==> src/rtl/sfpd_pkg.sv <==
// ----------------------------------------------------------------------------
// sfpd_pkg
// Shared types and constants of the sync-framed packet deframer.
// ----------------------------------------------------------------------------
package sfpd_pkg;

  localparam int BYTE_W   = 8;
  localparam int INDEX_W  = 6;
  localparam int STATUS_W = 2;
  localparam int CFG_IDX_W = 2;
  localparam int OUT_DATA_W = 16;

  localparam logic [CFG_IDX_W-1:0] CFG_SYNC_FIRST  = 2'd0;
  localparam logic [CFG_IDX_W-1:0] CFG_SYNC_SECOND = 2'd1;

  localparam logic [BYTE_W-1:0] SYNC_FIRST_RST  = 8'h81;
  localparam logic [BYTE_W-1:0] SYNC_SECOND_RST = 8'hA1;

  typedef enum logic [STATUS_W-1:0] {
    ST_GOOD     = 2'd0,
    ST_BAD_SYNC = 2'd1,
    ST_BAD_LOW  = 2'd2,
    ST_BAD_HIGH = 2'd3
  } status_t;

  typedef struct packed {
    logic    clr_sums;
    logic    data_wr;
    logic    err_load;
    status_t err_code;
    logic    emit_clr;
    logic    rd_en;
    logic    emit_load;
    logic    emit_inc;
  } cmd_t;

  typedef struct packed {
    logic sync1_hit;
    logic sync2_hit;
    logic ck_low_ok;
    logic ck_high_ok;
    logic count_last;
    logic emit_last;
    logic load_ok;
  } sts_t;

endpackage

==> src/rtl/sync_framed_packet_deframer.sv <==
// ----------------------------------------------------------------------------
// sync_framed_packet_deframer
// Deframes two-sync-byte fixed-length frames with a two-sum checksum.
//
// Channel  Direction  Payload
// in_      slave      tdata[7:0] rx_byte
// out_     master     tdata[7:0] payload_byte, [13:8] byte_index, [15:14] zero;
//                     tuser[1:0] status; tlast last_of_run
// cfg_     write      index 0 sync_first, index 1 sync_second
//
// Received bytes are taken without stalls while a frame is being parsed.
// An error word is loaded in S_ERR, which waits if the output register is full.
// A good frame emits its payload byte by byte: each is read through the store's
// registered read port in S_RD and loaded in S_WR, which waits on output stalls.
// Input is held off while an error word or a payload run is being sent.
// Reset is synchronous; the payload store needs no clearing pass.
// ----------------------------------------------------------------------------
module sync_framed_packet_deframer
  import sfpd_pkg::*;
#(
  parameter int PAYLOAD_BYTES = 32
) (
  input  logic                  clk,
  input  logic                  rst_n,
  input  logic                  cfg_wr_en,
  input  logic [CFG_IDX_W-1:0]  cfg_index,
  input  logic [BYTE_W-1:0]     cfg_wdata,
  input  logic                  in_tvalid,
  output logic                  in_tready,
  input  logic [BYTE_W-1:0]     in_tdata,   // rx_byte
  output logic                  out_tvalid,
  input  logic                  out_tready,
  output logic [OUT_DATA_W-1:0] out_tdata,  // payload_byte, byte_index
  output logic [STATUS_W-1:0]   out_tuser,  // status
  output logic                  out_tlast   // last_of_run
);

  cmd_t cmd;
  sts_t sts;

  sfpd_ctrl u_ctrl (
    .clk      (clk),
    .rst_n    (rst_n),
    .in_tvalid(in_tvalid),
    .in_tready(in_tready),
    .sts      (sts),
    .cmd      (cmd)
  );

  sfpd_dp #(
    .PAYLOAD_BYTES(PAYLOAD_BYTES)
  ) u_dp (
    .clk       (clk),
    .rst_n     (rst_n),
    .cfg_wr_en (cfg_wr_en),
    .cfg_index (cfg_index),
    .cfg_wdata (cfg_wdata),
    .in_tdata  (in_tdata),
    .out_tvalid(out_tvalid),
    .out_tready(out_tready),
    .out_tdata (out_tdata),
    .out_tuser (out_tuser),
    .out_tlast (out_tlast),
    .cmd       (cmd),
    .sts       (sts)
  );

endmodule

==> src/rtl/sfpd_ram.sv <==
// ----------------------------------------------------------------------------
// sfpd_ram
// Generic single-write, single-read RAM with a registered read port.
// ----------------------------------------------------------------------------
module sfpd_ram #(
  parameter int WIDTH = 8,
  parameter int DEPTH = 32,
  localparam int AW = (DEPTH > 1) ? $clog2(DEPTH) : 1
) (
  input  logic             clk,
  input  logic             wr_en,
  input  logic [AW-1:0]    wr_addr,
  input  logic [WIDTH-1:0] wr_data,
  input  logic             rd_en,
  input  logic [AW-1:0]    rd_addr,
  output logic [WIDTH-1:0] rd_data
);

  logic [WIDTH-1:0] mem [DEPTH];
  logic [WIDTH-1:0] rd_data_r;

  always_ff @(posedge clk) begin
    if (wr_en) begin
      mem[wr_addr] <= wr_data;
    end
    if (rd_en) begin
      rd_data_r <= mem[rd_addr];
    end
  end

  assign rd_data = rd_data_r;

endmodule

==> src/rtl/sfpd_ctrl.sv <==
// ----------------------------------------------------------------------------
// sfpd_ctrl
// Frame parser state machine: hunts sync, collects payload, checks the sums
// and sequences the error word or the payload run.
// ----------------------------------------------------------------------------
module sfpd_ctrl
  import sfpd_pkg::*;
(
  input  logic clk,
  input  logic rst_n,
  input  logic in_tvalid,
  output logic in_tready,
  input  sts_t sts,
  output cmd_t cmd
);

  typedef enum logic [2:0] {
    S_IDLE,
    S_SYNC2,
    S_DATA,
    S_CKL,
    S_CKH,
    S_ERR,
    S_RD,
    S_WR
  } state_t;

  state_t  state_r, state_nxt;
  status_t err_code_r, err_code_nxt;
  logic    in_acc;

  assign in_tready = (state_r == S_IDLE) || (state_r == S_SYNC2) || (state_r == S_DATA) ||
                     (state_r == S_CKL) || (state_r == S_CKH);
  assign in_acc = in_tvalid && in_tready;

  always_comb begin
    state_nxt    = state_r;
    err_code_nxt = err_code_r;
    cmd          = '0;
    cmd.err_code = err_code_r;
    unique case (state_r)
      S_IDLE: begin
        if (in_acc && sts.sync1_hit) begin
          state_nxt = S_SYNC2;
        end
      end
      S_SYNC2: begin
        if (in_acc) begin
          cmd.clr_sums = 1'b1;
          if (sts.sync2_hit) begin
            state_nxt = S_DATA;
          end else begin
            err_code_nxt = ST_BAD_SYNC;
            state_nxt    = S_ERR;
          end
        end
      end
      S_DATA: begin
        if (in_acc) begin
          cmd.data_wr = 1'b1;
          if (sts.count_last) begin
            state_nxt = S_CKL;
          end
        end
      end
      S_CKL: begin
        if (in_acc) begin
          if (sts.ck_low_ok) begin
            state_nxt = S_CKH;
          end else begin
            err_code_nxt = ST_BAD_LOW;
            state_nxt    = S_ERR;
          end
        end
      end
      S_CKH: begin
        if (in_acc) begin
          if (sts.ck_high_ok) begin
            cmd.emit_clr = 1'b1;
            state_nxt    = S_RD;
          end else begin
            err_code_nxt = ST_BAD_HIGH;
            state_nxt    = S_ERR;
          end
        end
      end
      S_ERR: begin
        if (sts.load_ok) begin
          cmd.err_load = 1'b1;
          state_nxt    = S_IDLE;
        end
      end
      S_RD: begin
        cmd.rd_en = 1'b1;
        state_nxt = S_WR;
      end
      S_WR: begin
        if (sts.load_ok) begin
          cmd.emit_load = 1'b1;
          if (sts.emit_last) begin
            state_nxt = S_IDLE;
          end else begin
            cmd.emit_inc = 1'b1;
            state_nxt    = S_RD;
          end
        end
      end
      default: begin
        state_nxt = S_IDLE;
      end
    endcase
  end

  always_ff @(posedge clk) begin
    if (!rst_n) begin
      state_r    <= S_IDLE;
      err_code_r <= ST_GOOD;
    end else begin
      state_r    <= state_nxt;
      err_code_r <= err_code_nxt;
    end
  end

endmodule

==> src/rtl/sfpd_dp.sv <==
// ----------------------------------------------------------------------------
// sfpd_dp
// Datapath: sync registers, running sums, payload store and the output
// register of the result channel.
// ----------------------------------------------------------------------------
module sfpd_dp
  import sfpd_pkg::*;
#(
  parameter int PAYLOAD_BYTES = 32,
  localparam int AW = (PAYLOAD_BYTES > 1) ? $clog2(PAYLOAD_BYTES) : 1
) (
  input  logic                  clk,
  input  logic                  rst_n,
  input  logic                  cfg_wr_en,
  input  logic [CFG_IDX_W-1:0]  cfg_index,
  input  logic [BYTE_W-1:0]     cfg_wdata,
  input  logic [BYTE_W-1:0]     in_tdata,
  output logic                  out_tvalid,
  input  logic                  out_tready,
  output logic [OUT_DATA_W-1:0] out_tdata,
  output logic [STATUS_W-1:0]   out_tuser,
  output logic                  out_tlast,
  input  cmd_t                  cmd,
  output sts_t                  sts
);

  localparam logic [AW-1:0] LAST_IDX = AW'(PAYLOAD_BYTES - 1);

  logic [BYTE_W-1:0]     sync_first_r, sync_second_r;
  logic [BYTE_W-1:0]     sum_low_r, sum_low_nxt, sum_high_r, sum_high_nxt;
  logic [AW-1:0]         count_r, emit_idx_r;
  logic                  out_tvalid_r, out_tvalid_nxt;
  logic [OUT_DATA_W-1:0] out_tdata_r;
  status_t               out_tuser_r;
  logic                  out_tlast_r;
  logic [BYTE_W-1:0]     rd_data;

  assign sum_low_nxt  = sum_low_r + in_tdata;
  assign sum_high_nxt = sum_high_r + sum_low_nxt;

  assign sts.sync1_hit  = (in_tdata == sync_first_r);
  assign sts.sync2_hit  = (in_tdata == sync_second_r);
  assign sts.ck_low_ok  = (in_tdata == sum_low_r);
  assign sts.ck_high_ok = (in_tdata == sum_high_r);
  assign sts.count_last = (count_r == LAST_IDX);
  assign sts.emit_last  = (emit_idx_r == LAST_IDX);
  assign sts.load_ok    = !out_tvalid_r || out_tready;

  sfpd_ram #(
    .WIDTH(BYTE_W),
    .DEPTH(PAYLOAD_BYTES)
  ) u_store (
    .clk    (clk),
    .wr_en  (cmd.data_wr),
    .wr_addr(count_r),
    .wr_data(in_tdata),
    .rd_en  (cmd.rd_en),
    .rd_addr(emit_idx_r),
    .rd_data(rd_data)
  );

  always_comb begin
    if (cmd.err_load || cmd.emit_load) begin
      out_tvalid_nxt = 1'b1;
    end else if (out_tready) begin
      out_tvalid_nxt = 1'b0;
    end else begin
      out_tvalid_nxt = out_tvalid_r;
    end
  end

  always_ff @(posedge clk) begin
    if (!rst_n) begin
      sync_first_r  <= SYNC_FIRST_RST;
      sync_second_r <= SYNC_SECOND_RST;
      sum_low_r     <= '0;
      sum_high_r    <= '0;
      count_r       <= '0;
      emit_idx_r    <= '0;
      out_tvalid_r  <= 1'b0;
    end else begin
      if (cfg_wr_en) begin
        unique case (cfg_index)
          CFG_SYNC_FIRST:  sync_first_r  <= cfg_wdata;
          CFG_SYNC_SECOND: sync_second_r <= cfg_wdata;
          default: ;
        endcase
      end
      if (cmd.clr_sums) begin
        sum_low_r  <= '0;
        sum_high_r <= '0;
        count_r    <= '0;
      end else if (cmd.data_wr) begin
        sum_low_r  <= sum_low_nxt;
        sum_high_r <= sum_high_nxt;
        count_r    <= count_r + AW'(1);
      end
      if (cmd.emit_clr) begin
        emit_idx_r <= '0;
      end else if (cmd.emit_inc) begin
        emit_idx_r <= emit_idx_r + AW'(1);
      end
      out_tvalid_r <= out_tvalid_nxt;
    end
  end

  always_ff @(posedge clk) begin
    if (cmd.err_load) begin
      out_tdata_r <= '0;
      out_tuser_r <= cmd.err_code;
      out_tlast_r <= 1'b1;
    end else if (cmd.emit_load) begin
      out_tdata_r <= OUT_DATA_W'({INDEX_W'(emit_idx_r), rd_data});
      out_tuser_r <= ST_GOOD;
      out_tlast_r <= sts.emit_last;
    end
  end

  assign out_tvalid = out_tvalid_r;
  assign out_tdata  = out_tdata_r;
  assign out_tuser  = out_tuser_r;
  assign out_tlast  = out_tlast_r;

  a_one_load: assert property (@(posedge clk) disable iff (!rst_n)
    !(cmd.err_load && cmd.emit_load))
    else $error("Error word and payload word loaded together.");

  a_load_free: assert property (@(posedge clk) disable iff (!rst_n)
    (cmd.err_load || cmd.emit_load) |-> sts.load_ok)
    else $error("Output register overwritten while a word waits.");

  a_load_valid: assert property (@(posedge clk) disable iff (!rst_n)
    (cmd.err_load || cmd.emit_load) |=> out_tvalid_r)
    else $error("Loaded word not presented.");

  a_last_run: assert property (@(posedge clk) disable iff (!rst_n)
    (cmd.emit_load && sts.emit_last) |=> out_tlast_r)
    else $error("Final payload word not marked last.");

endmodule
==> config.mk <==
export PLATFORM = sky130hd
export DESIGN_NAME = sync_framed_packet_deframer
export DESIGN_NICKNAME = d
export VERILOG_FILES = /design/src/rtl/sfpd_pkg.sv /design/src/rtl/sync_framed_packet_deframer.sv /design/src/rtl/sfpd_ram.sv /design/src/rtl/sfpd_ctrl.sv /design/src/rtl/sfpd_dp.sv
export SDC_FILE = /design/constraint.sdc
export NUM_CORES = 1
export LEC_CHECK = 0
export ABC_CLOCK_PERIOD_IN_PS = 8300
export BUFFER_PORTS_ARGS = -buffer_cell sky130_fd_sc_hd__buf_2
export CAP_MARGIN = 25
export CORE_ASPECT_RATIO = 1.5
export CORE_MARGIN = 2
export CORE_UTILIZATION = 50
export CTS_CLUSTER_SIZE = 12
export DETAILED_ROUTE_END_ITERATION = 8
export GPL_ROUTABILITY_DRIVEN = 0
export GPL_TIMING_DRIVEN = 1
export PLACE_DENSITY_LB_ADDON = 0.1
export SETUP_SLACK_MARGIN = 0.05
export SYNTH_ARGS = -nofsm -noshare
export SYNTH_HDL_FRONTEND = slang
export SYNTH_SLANG_ARGS = --single-unit
==> constraint.sdc <==
create_clock -name clk -period 8.3 [get_ports clk]
set_clock_uncertainty 0.2 [all_clocks]
set_input_delay 0.415 -clock clk [delete_from_list [all_inputs] [get_ports clk]]
set_output_delay 0.415 -clock clk [all_outputs]
set_load 0.03 [all_outputs]
==> metrics.txt, run 1 <==
outcome completed; Core Area about 27000 um^2; antenna cells 0; TritonCTS Sinks 328; Reg clk slew, reported paths 0.06 ns; first-pass GRT wire length 44700 um; average wire per standard cell 23.9 um; kind of critical path reg2reg; combinational share of power under 10%; leading post-synthesis cells by cell area edfxtp_1 59%, mux4_2 13%, dfxtp_1 9.2%; setup_tns 0 ns; Resize count post-CTS 0; fin util a little under three fifths; CP Max Fanout 31; via/cell ratio 5.76; Chip Width 138 um; Pins Over Slew Limit 0; Chip Height just over 200 um; Hold Vio Cnt, Final 0; Root Driver clkbuf_16; CP Launch Type flop; Clk pwr share 40.8%; Routed WL 29600 um; Rows 73; crit path capture type flop; max frequency 286 MHz; P_sw 0.614 mW; syn_area_per_cell 16.3 um^2; initial antenna violation count 1; final net count 928; first drt pass iteration count 5; Global Route Usage Sum approximately a fifth; fraction of layout cells with a size suffix above 1 approximately a fifth; Tcrit/Tclk final a little over two fifths; Slew @ Worst Pin 1.09 ns; filler instances 2041; later-pin clock latency in the skew report 0.56 ns; clk buf depth 3; drt initial violations ~500; register bit count reported by yosys about 330; Starting Density slightly above 50%; Post-Syn Instances 830; vias 7156; CTS Buf Count 31; I/O pins 44; number of global-route vias before repair 7458; HP Class in2reg; Power Internal 2.51 mW; top-area cell type share of the netlist area 59.0%; synth unique cells 48; htree depth 1; sequential-to-total area share from yosys stat 68.1%; Rel. slew slack 26.7%; WP data arrival 3.48 ns; FF/Latch Area 9230 um^2; Post-synth EDFFs 266; max-cap violations 0; area of the multi-input gates 4060 um^2; maximum vdd drop 0.158 mV; cell taking the most area after synthesis edfxtp_1; grt total ovfl 0; Area Growth Syn to Fin 11.3%; largest net degree at the start of global routing 69; most common cell in the netlist edfxtp_1; Leakage 5.00 nW; HPWL after detailed placement 18900 um; Sw Ratio 19.6%; post-synthesis cell area about 14000 um^2; YS warnings 0; unrepaired setup endpoints after global routing no; most instantiated cells after synthesis 266 x edfxtp_1, 85 x nand2_1, 80 x mux4_2, 73 x nor2_1, 62 x dfxtp_1; die area about 28000 um^2; clock tree from TritonCTS done; min Tclk post-route 3.49 ns; Main synth FF type edfxtp_1; Reg power frac between 50% and 60%; DRC Markers 0; Setup violations, final 0; IO buf count 40; ys async rst share 0%; CP Data Required Time 8.29 ns; Routed Antenna Nets 0; Pwr Density 207 nW/um^2
## kinds of logic after synthesis
kind of cell    Yosys count  synth area share, %
xor+xnor                 41                 2.65
buf+inv                  59                 1.97
fa+ha+maj                23                 2.24
mux                     107                 15.4
other cells               1               0.0277
compound gates           59                 2.79
flops                   328                 68.1
simple gates            212                 6.81
## cells in the final DEF (no fill, tap or decap), drive strengths merged, types with 9 or more instances in the layout
cell type	Yosys	layout
inv	14	14
dlygate4sd3	0	12
dfxtp	62	62
mux2i	18	18
edfxtp	266	266
buf	16	50
ha	21	21
a21oi	22	22
clkbuf	29	56
mux2	9	9
nand3	17	17
xnor2	16	16
nor2	73	73
o21ai	10	10
nand2	85	85
mux4	80	80
xor2	25	25
## per-stage QoR
stage	power, mW	instances	hold WS [ns]	setup WS (ns)	instance area (um^2)
2_1_floorplan	1.84	832	0.240	5.34	13600
3_3_place_gp	1.88	1173	0.224	4.43	14000
3_5_place_dp	1.88	1173	0.230	4.29	14000
4_1_cts	3.16	1241	0.116	4.74	15000
5_1_grt	3.23	1242	0.171	4.55	15100
6_report	3.13	1242	0.154	4.81	15100
## cell type report
type,instances,area share (%)
Timing Repair Buffer,62,2.76
Multi-Input combinational cell,445,26.9
Tap cell,337,2.80
Inverter,14,0.349
Sequential cell,328,61.3
Clock buffer,56,5.91
## per-layer routing
metal	track usage [%]	vias to the layer above	share of wire [%]
met5	0	-	0
met4	6.12	0	2.1
met3	2.16	39	4.0
met2	41.0	153	57
met1	24.4	3695	37
li1	-	3269	-
## registers in the layout, indices dropped and copies added (netlist names)
| register | cells |
|---|---|
| u_ctrl.err_code_r | 2 |
| u_ctrl.state_r | 3 |
| u_dp.count_r | 5 |
| u_dp.emit_idx_r | 5 |
| u_dp.out_tdata | 13 |
| u_dp.out_tlast | 1 |
| u_dp.out_tuser | 2 |
| u_dp.out_tvalid | 1 |
| u_dp.sum_high_r | 8 |
| u_dp.sum_low_r | 8 |
| u_dp.sync_first_r | 8 |
| u_dp.sync_second_r | 8 |
| u_dp.u_store.mem | 256 |
| u_dp.u_store.rd_data | 8 |
## repair_timing
| item | CTS | global route |
|---|---|---|
| setup buffers | 0 | 0 |
| hold buffers | 12 | 0 |
| hold endpoints to repair | 18 | 0 |
## power by group through the flow
stage / Combinational [mW] / Sequential (mW) / Clock [mW]
after floorplan: 0.0292 / 1.81 / 0
after global placement: 0.0651 / 1.81 / 0
after detailed placement: 0.0676 / 1.81 / 0
after CTS: 0.0721 / 1.78 / 1.31
after global routing: 0.0781 / 1.78 / 1.37
final: 0.0710 / 1.78 / 1.28
## path summary, 6_finish.rpt
| check | from | end | slack (ns) | depth (start not counted) |
|---|---|---|---|---|
| max | u_ctrl.state_r[1] | u_dp.u_store.mem[3][2] | 4.81 | 5 |
| min | in_tvalid | u_ctrl.err_code_r[0] | 0.15 | 3 |
| max reg2reg | u_ctrl.state_r[1] | u_dp.u_store.mem[3][2] | 4.81 | 5 |
| min reg2reg | u_dp.out_tdata[12] | u_dp.out_tdata[12] | 0.24 | 2 |
## critical path, stage by stage, from the launching register on
cell and delay (ns):
dfxtp_1 0.97, nor2b_1 0.30, and3b_1 0.18, buf_4 0.27, nand2_1 0.39, nor2_1 0.79
No activity file was read; power rests on OpenSTA's default activity.
==> inputs of run 2 (changes only) <==
--- a/config.mk
+++ b/config.mk
@@ -5,7 +5,7 @@
 export SDC_FILE = /design/constraint.sdc
 export NUM_CORES = 1
 export LEC_CHECK = 0
-export ABC_CLOCK_PERIOD_IN_PS = 8300
+export ABC_CLOCK_PERIOD_IN_PS = 2900
 export BUFFER_PORTS_ARGS = -buffer_cell sky130_fd_sc_hd__buf_2
 export CAP_MARGIN = 25
 export CORE_ASPECT_RATIO = 1.5
==> constraint.sdc (replaced) <==
create_clock -name clk -period 2.9 [get_ports clk]
set_clock_uncertainty 0.2 [all_clocks]
set_input_delay 0.145 -clock clk [delete_from_list [all_inputs] [get_ports clk]]
set_output_delay 0.145 -clock clk [all_outputs]
set_load 0.03 [all_outputs]
==> run 2 against run 1 <==
Against the previous run:
- largest power group unchanged
- non-clock buffer count rose by 88
- the run now ends with hold timing, setup timing left
- register-to-register slack got worse by 4.9 ns
- critical path type unchanged
- utilization up 3.0 points
==> metrics.txt, run 2 (synthesis results as in run 1) <==
Rel. slew slack 61.3% (was 26.7%); DRC Markers 0 (unchanged); HP Class in2reg (unchanged); max-cap violations 0 (unchanged); grt total ovfl 0 (unchanged); min Tclk post-route 2.97 ns (was 3.49 ns); Chip Height 206 um (unchanged); later-pin clock latency in the skew report 0.58 ns (was 0.56 ns); R2R Setup Slk -0.07 ns (was 4.81 ns); final net count 1016 (was 928); unrepaired setup endpoints after global routing yes (was no); CP Data Required Time 3.12 ns (was 8.29 ns); Slew @ Worst Pin 0.579 ns (was 1.09 ns); WP data arrival 3.19 ns (was 3.48 ns); outcome complete, but fails checks (was completed); Largest register FFs 256 (unchanged); CTS Buf Count 31 (unchanged); initial antenna violation count 0 (was 1); clock tree from TritonCTS done (unchanged); Hold Path Cell Cnt 2 (was 3); I/O pins 44 (unchanged); number of global-route vias before repair 8055 (was 7458); worst r2r src u_dp.sum_low_r[0] (was u_ctrl.state_r[1]); kind of critical path reg2reg (unchanged); IO buf count 40 (unchanged); Pwr Density 565 nW/um^2 (was 207 nW/um^2); crit path capture type flop (unchanged); first-pass GRT wire length 47800 um (was 44700 um); htree depth 1 (unchanged); Tcrit/Tclk final 103% (was 42.1%); worst r2r path cells 14 (was 5); Rows 73 (unchanged); first drt pass iteration count 6 (was 5); Routed Antenna Nets 0 (unchanged); Largest Register u_dp.u_store.mem (unchanged); min-delay src in_tdata[2] (was in_tvalid); fraction of layout cells with a size suffix above 1 27.0% (was 19.7%); post-layout worst setup margin -0.0737 ns (was 4.81 ns); die area 28400 um^2 (unchanged); max frequency 336 MHz (was 286 MHz); drt initial violations 543 (was 502); most frequent cells in the layout 266 x edfxtp_1, 85 x nand2_1, 81 x buf_4 (was 266 x edfxtp_1, 85 x nand2_1, 80 x mux4_2); Hold EP u_dp.u_store.mem[10][2] (was u_ctrl.err_code_r[0]); largest net degree at the start of global routing 50 (was 69); vias 7524 (was 7156); CP Launch Type flop (unchanged); Routed WL 30900 um (was 29600 um); maximum vdd drop 0.465 mV (was 0.158 mV); antenna cells 0 (unchanged); HPWL after detailed placement 20500 um (was 18900 um); Reg-to-Reg End u_dp.sum_high_r[7] (was u_dp.u_store.mem[3][2]); WHS -0.00789 ns (was 0.154 ns); Chip Width 138 um (unchanged); most common cell after layout, fill and taps aside edfxtp_1 (unchanged); Pins Over Slew Limit 0 (unchanged); Leakage 5.46 nW (was 5.00 nW); via/cell ratio 5.65 (was 5.76); clk buf depth 3 (unchanged); Core Area 26600 um^2 (unchanged); Global Route Usage Sum 22.4% (was 21.0%); TritonCTS Sinks 328 (unchanged); Root Driver clkbuf_16 (unchanged); average wire per standard cell 23.2 um (was 23.9 um); Hold Vio Cnt, Final 8 (was 0); Reg clk slew, reported paths 0.06 ns (about the same); fin util 59.7% (was 56.7%); Setup violations, final 1 (was 0); Starting Density 51.0% (unchanged); failing checks hold timing, setup timing; CP Max Fanout 3 (was 31); Area Growth Syn to Fin 17.2% (was 11.3%)
## run 2: metrics by stage
step	cell area (um^2)	power [mW]	cells	setup slack, ns	TNS [ns]
CTS	15800	9.05	1321	-0.0240	-0.0240
finish	15900	8.96	1332	-0.0737	-0.0737
floorplan	13600	5.27	832	0.0878	0
global route	15900	9.24	1332	-0.199	-0.279
detailed placement	14500	5.40	1234	-0.204	-0.205
global placement	14500	5.39	1234	-0.103	-0.103
## run 2: timing repair
item | CTS | global route
hold buffers | 24 | 0
setup buffers | 5 | 11
resized for setup | 16 | 5
hold endpoints to repair | 156 | 0
pin swaps | 11 | 12
endpoints found under the setup margin | 2 | 5
## run 2: metal layers
layer / routed length (um) / part of all wire [%] / GRT usage (%) / vias to the layer above
li1: - / - / - / 3450
met1: 11300 / 37 / 25.7 / 3842
met2: 17400 / 56 / 43.0 / 178
met3: 1150 / 3.7 / 2.37 / 54
met4: 1120 / 3.6 / 8.71 / 0
met5: 0 / 0 / 0 / -
## run 2: how the worst max path moves through the flow
stage                 startpoint                  to  slack (ns)  depth (start not counted)
2_1_floorplan  u_dp.sum_low_r[0]  u_dp.sum_high_r[7]        0.09                         14
3_3_place_gp   u_dp.sum_low_r[0]  u_dp.sum_high_r[7]       -0.10                         14
3_5_place_dp   u_dp.sum_low_r[0]  u_dp.sum_high_r[7]       -0.20                         14
4_1_cts        u_dp.sum_low_r[0]  u_dp.sum_high_r[7]       -0.02                         14
5_1_grt        u_dp.sum_low_r[0]  u_dp.sum_high_r[7]       -0.20                         16
6_report       u_dp.sum_low_r[0]  u_dp.sum_high_r[7]       -0.07                         14
## run 2: worst max-delay path, stage by stage, from the launching register on
cell,delay (ns)
dfxtp_4,0.37
ha_4,0.14
inv_2,0.04
fa_2,0.36
nor2b_1,0.12
o21ai_1,0.08
a21boi_1,0.20
o21a_1,0.13
nor2_1,0.04
xnor2_1,0.14
ha_2,0.21
o41ai_2,0.42
xnor2_1,0.13
o21ai_1,0.13
o31ai_1,0.09
## run 2: final cells by class
cell class                      count  area, um^2
Fill cell                        1983       10700
Sequential cell                   328        9240
Multi-Input combinational cell    445        4130
Timing Repair Buffer              150        1150
Clock buffer                       56         870
Tap cell                          337         422
Inverter                           14        52.6
Clock inverter                      2        13.8
## run 2: power breakdown
part / leakage (nW) / internal (mW) / switching, mW
registers: 2.90 / 5.08 / 0.00613
logic: 2.14 / 0.0888 / 0.152
clock network: 0.420 / 2.00 / 1.63
==> inputs of run 3 (changes only) <==
--- a/config.mk
+++ b/config.mk
@@ -8,9 +8,11 @@
 export ABC_CLOCK_PERIOD_IN_PS = 2900
 export BUFFER_PORTS_ARGS = -buffer_cell sky130_fd_sc_hd__buf_2
 export CAP_MARGIN = 25
+export CELL_PAD_IN_SITES_DETAIL_PLACEMENT = 0
+export CELL_PAD_IN_SITES_GLOBAL_PLACEMENT = 1
 export CORE_ASPECT_RATIO = 1.5
 export CORE_MARGIN = 2
-export CORE_UTILIZATION = 50
+export CORE_UTILIZATION = 48
 export CTS_CLUSTER_SIZE = 12
 export DETAILED_ROUTE_END_ITERATION = 8
 export GPL_ROUTABILITY_DRIVEN = 0
==> run 3 against run 2 <==
Against the previous run:
- the run ends with setup timing left
- sequential cell count unchanged
- fmax up 1.1%
- register-to-register slack better by 0.03 ns
- non-clock buffer count down 12
- critical endpoint unchanged
==> metrics.txt, run 3 (synthesis results as in run 1) <==
worst r2r path cells 15 (was 14); Leakage 5.46 nW (about the same); Tcrit/Tclk final 101% (was 103%); htree depth 2 (was 1); WHS 0.0365 ns (was -0.00789 ns); CP Max Fanout 3 (unchanged); Slew @ Worst Pin 0.612 ns (was 0.579 ns); worst r2r src u_dp.sum_low_r[0] (unchanged); filler instances 2213 (was 1983); grt total ovfl 0 (unchanged); later-pin clock latency in the skew report 0.51 ns (was 0.58 ns); Reg-to-Reg End u_dp.sum_high_r[7] (unchanged); Area Growth Syn to Fin 17.3% (was 17.2%); kind of critical path reg2reg (unchanged); HP Class in2reg (unchanged); Core Area 27900 um^2 (was 26600 um^2); Placed Instance Area 14600 um^2 (was 14500 um^2); antenna cells 0 (unchanged); dpl ws -0.295 ns (was -0.204 ns); average wire per standard cell 23.7 um (was 23.2 um); fraction of layout cells with a size suffix above 1 27.9% (was 27.0%); crit-path cells ha_4, inv_2, fa_2, nor2b_2, o21ai_2, a21boi_2, o21a_1, nor2_1, xnor2_1, ha_2, buf_4, o41ai_2, xnor2_1, o21ai_1, o31ai_1 (was ha_4, inv_2, fa_2, nor2b_1, o21ai_1, a21boi_1, o21a_1, nor2_1, xnor2_1, ha_2, o41ai_2, xnor2_1, o21ai_1, o31ai_1); IO buf count 40 (unchanged); post-route cell area 15900 um^2 (about the same); fin util 57.0% (was 59.7%); Rows 75 (was 73); die area 29600 um^2 (was 28400 um^2); Rel. slew slack 59.1% (was 61.3%); most common cell after layout, fill and taps aside edfxtp_1 (unchanged); Hold Path Cell Cnt 2 (unchanged); Routed WL 31400 um (was 30900 um); clock tree from TritonCTS done (unchanged); max frequency 340 MHz (was 336 MHz); drt initial violations 558 (was 543); min Tclk post-route 2.94 ns (was 2.97 ns); Critical-path top delay cell dfxtp_2 (was o41ai_2); most frequent cells in the layout 266 x edfxtp_1, 85 x nand2_1, 80 x mux4_2 (was 266 x edfxtp_1, 85 x nand2_1, 81 x buf_4); CP Launch Type flop (unchanged); Starting Density 48.6% (was 51.0%); failing checks setup timing (was hold timing, setup timing); clk buf depth 3 (unchanged); initial antenna violation count 1 (was 0); first-pass GRT wire length 47500 um (was 47800 um); first drt pass iteration count 4 (was 6); Routed Antenna Nets 0 (unchanged); crit path capture type flop (unchanged); Max stage delay on crit path 0.35 ns (was 0.42 ns); number of global-route vias before repair 7946 (was 8055); DRC Markers 0 (unchanged); Chip Height 210 um (was 206 um); R2R Setup Slk -0.04 ns (was -0.07 ns); post-layout worst setup margin -0.0405 ns (was -0.0737 ns); TritonCTS Sinks 328 (unchanged); placed cells 1246 (was 1234); CP Data Required Time 3.07 ns (was 3.12 ns); Largest register FFs 256 (unchanged); I/O pins 44 (unchanged); Chip Width 141 um (was 138 um); Pins Over Slew Limit 0 (unchanged); maximum vdd drop 0.323 mV (was 0.465 mV); outcome complete, but fails checks (unchanged); Hold EP u_dp.u_store.mem[21][5] (was u_dp.u_store.mem[10][2]); via/cell ratio 5.62 (was 5.65); Critical Path Most Common Cell xnor2_1; Hold Vio Cnt, Final 0 (was 8); WP data arrival 3.11 ns (was 3.19 ns); Reg clk slew, reported paths 0.06 ns (about the same); unrepaired setup endpoints after global routing yes (unchanged); HPWL after detailed placement 21700 um (was 20500 um); vias 7449 (was 7524); Root Driver clkbuf_16 (unchanged); Setup violations, final 1 (unchanged); final net count 1007 (was 1016); Global Route Usage Sum 22.0% (was 22.4%); max-cap violations 0 (unchanged); min-delay src in_tdata[5] (was in_tdata[2]); largest net degree at the start of global routing 36 (was 50); CP bufs+invs 2 (was 1); fin cells 1326 (was 1332); Largest Register u_dp.u_store.mem (unchanged); CTS Buf Count 34 (was 31); cell family with most CP delay compound AO/OA/AOI/OAI gates (unchanged); Pwr Density 579 nW/um^2 (was 565 nW/um^2)
==> run 3: repair_timing <==
action,4_1_cts,5_1_grt
endpoints found under the hold margin,64,0
setup endpoints to repair,3,3
gates resized for setup,15,15
pin swaps,11,19
buffers inserted,3,3
hold buffers,19,0
gates cloned,0,0
==> run 3: final cells by class <==
type / count / area, um^2 / share of cell area (%)
repair buffers: 138 / 1040 / 6.53
clock inverters: 5 / 26.3 / 0.165
well taps: 346 / 433 / 2.72
inverters: 14 / 55.1 / 0.346
clock buffers: 50 / 932 / 5.87
flip-flops and latches: 328 / 9240 / 58.1
multi-input cells: 445 / 4170 / 26.3
==> run 3: worst max path at each step <==
stage                      start            endpoint  slack [ns]  cells past startpoint
4_1_cts        u_dp.sum_low_r[0]  u_dp.sum_high_r[7]        0.01                     16
3_3_place_gp   u_dp.sum_low_r[0]  u_dp.sum_high_r[7]       -0.16                     14
6_report       u_dp.sum_low_r[0]  u_dp.sum_high_r[7]       -0.04                     15
5_1_grt        u_dp.sum_low_r[0]  u_dp.sum_high_r[7]       -0.21                     16
2_1_floorplan  u_dp.sum_low_r[0]  u_dp.sum_high_r[7]        0.09                     14
3_5_place_dp   u_dp.sum_low_r[0]  u_dp.sum_high_r[7]       -0.30                     14
==> run 3: metal layers <==
metal,wire length [um],GRT usage (%)
met1,11500,24.8
met2,17300,40.8
met3,1130,3.29
met4,1420,9.66
met5,0,0
==> run 3: report_power, final <==
group | switching (mW) | leakage (nW) | internal, mW | total, mW
Clock | 1.67 | 0.465 | 2.22 | 3.88
Combinational | 0.153 | 2.10 | 0.0842 | 0.238
Sequential | 0.00566 | 2.90 | 5.08 | 5.09
Total | 1.82 | 5.46 | 7.38 | 9.21
==> run 3: stage by stage <==
step | power, mW | setup TNS [ns]
5_1_grt | 9.50 | -0.218
6_report | 9.21 | -0.0405
3_5_place_dp | 5.40 | -0.520
4_1_cts | 9.31 | 0
2_1_floorplan | 5.27 | 0
3_3_place_gp | 5.39 | -0.160
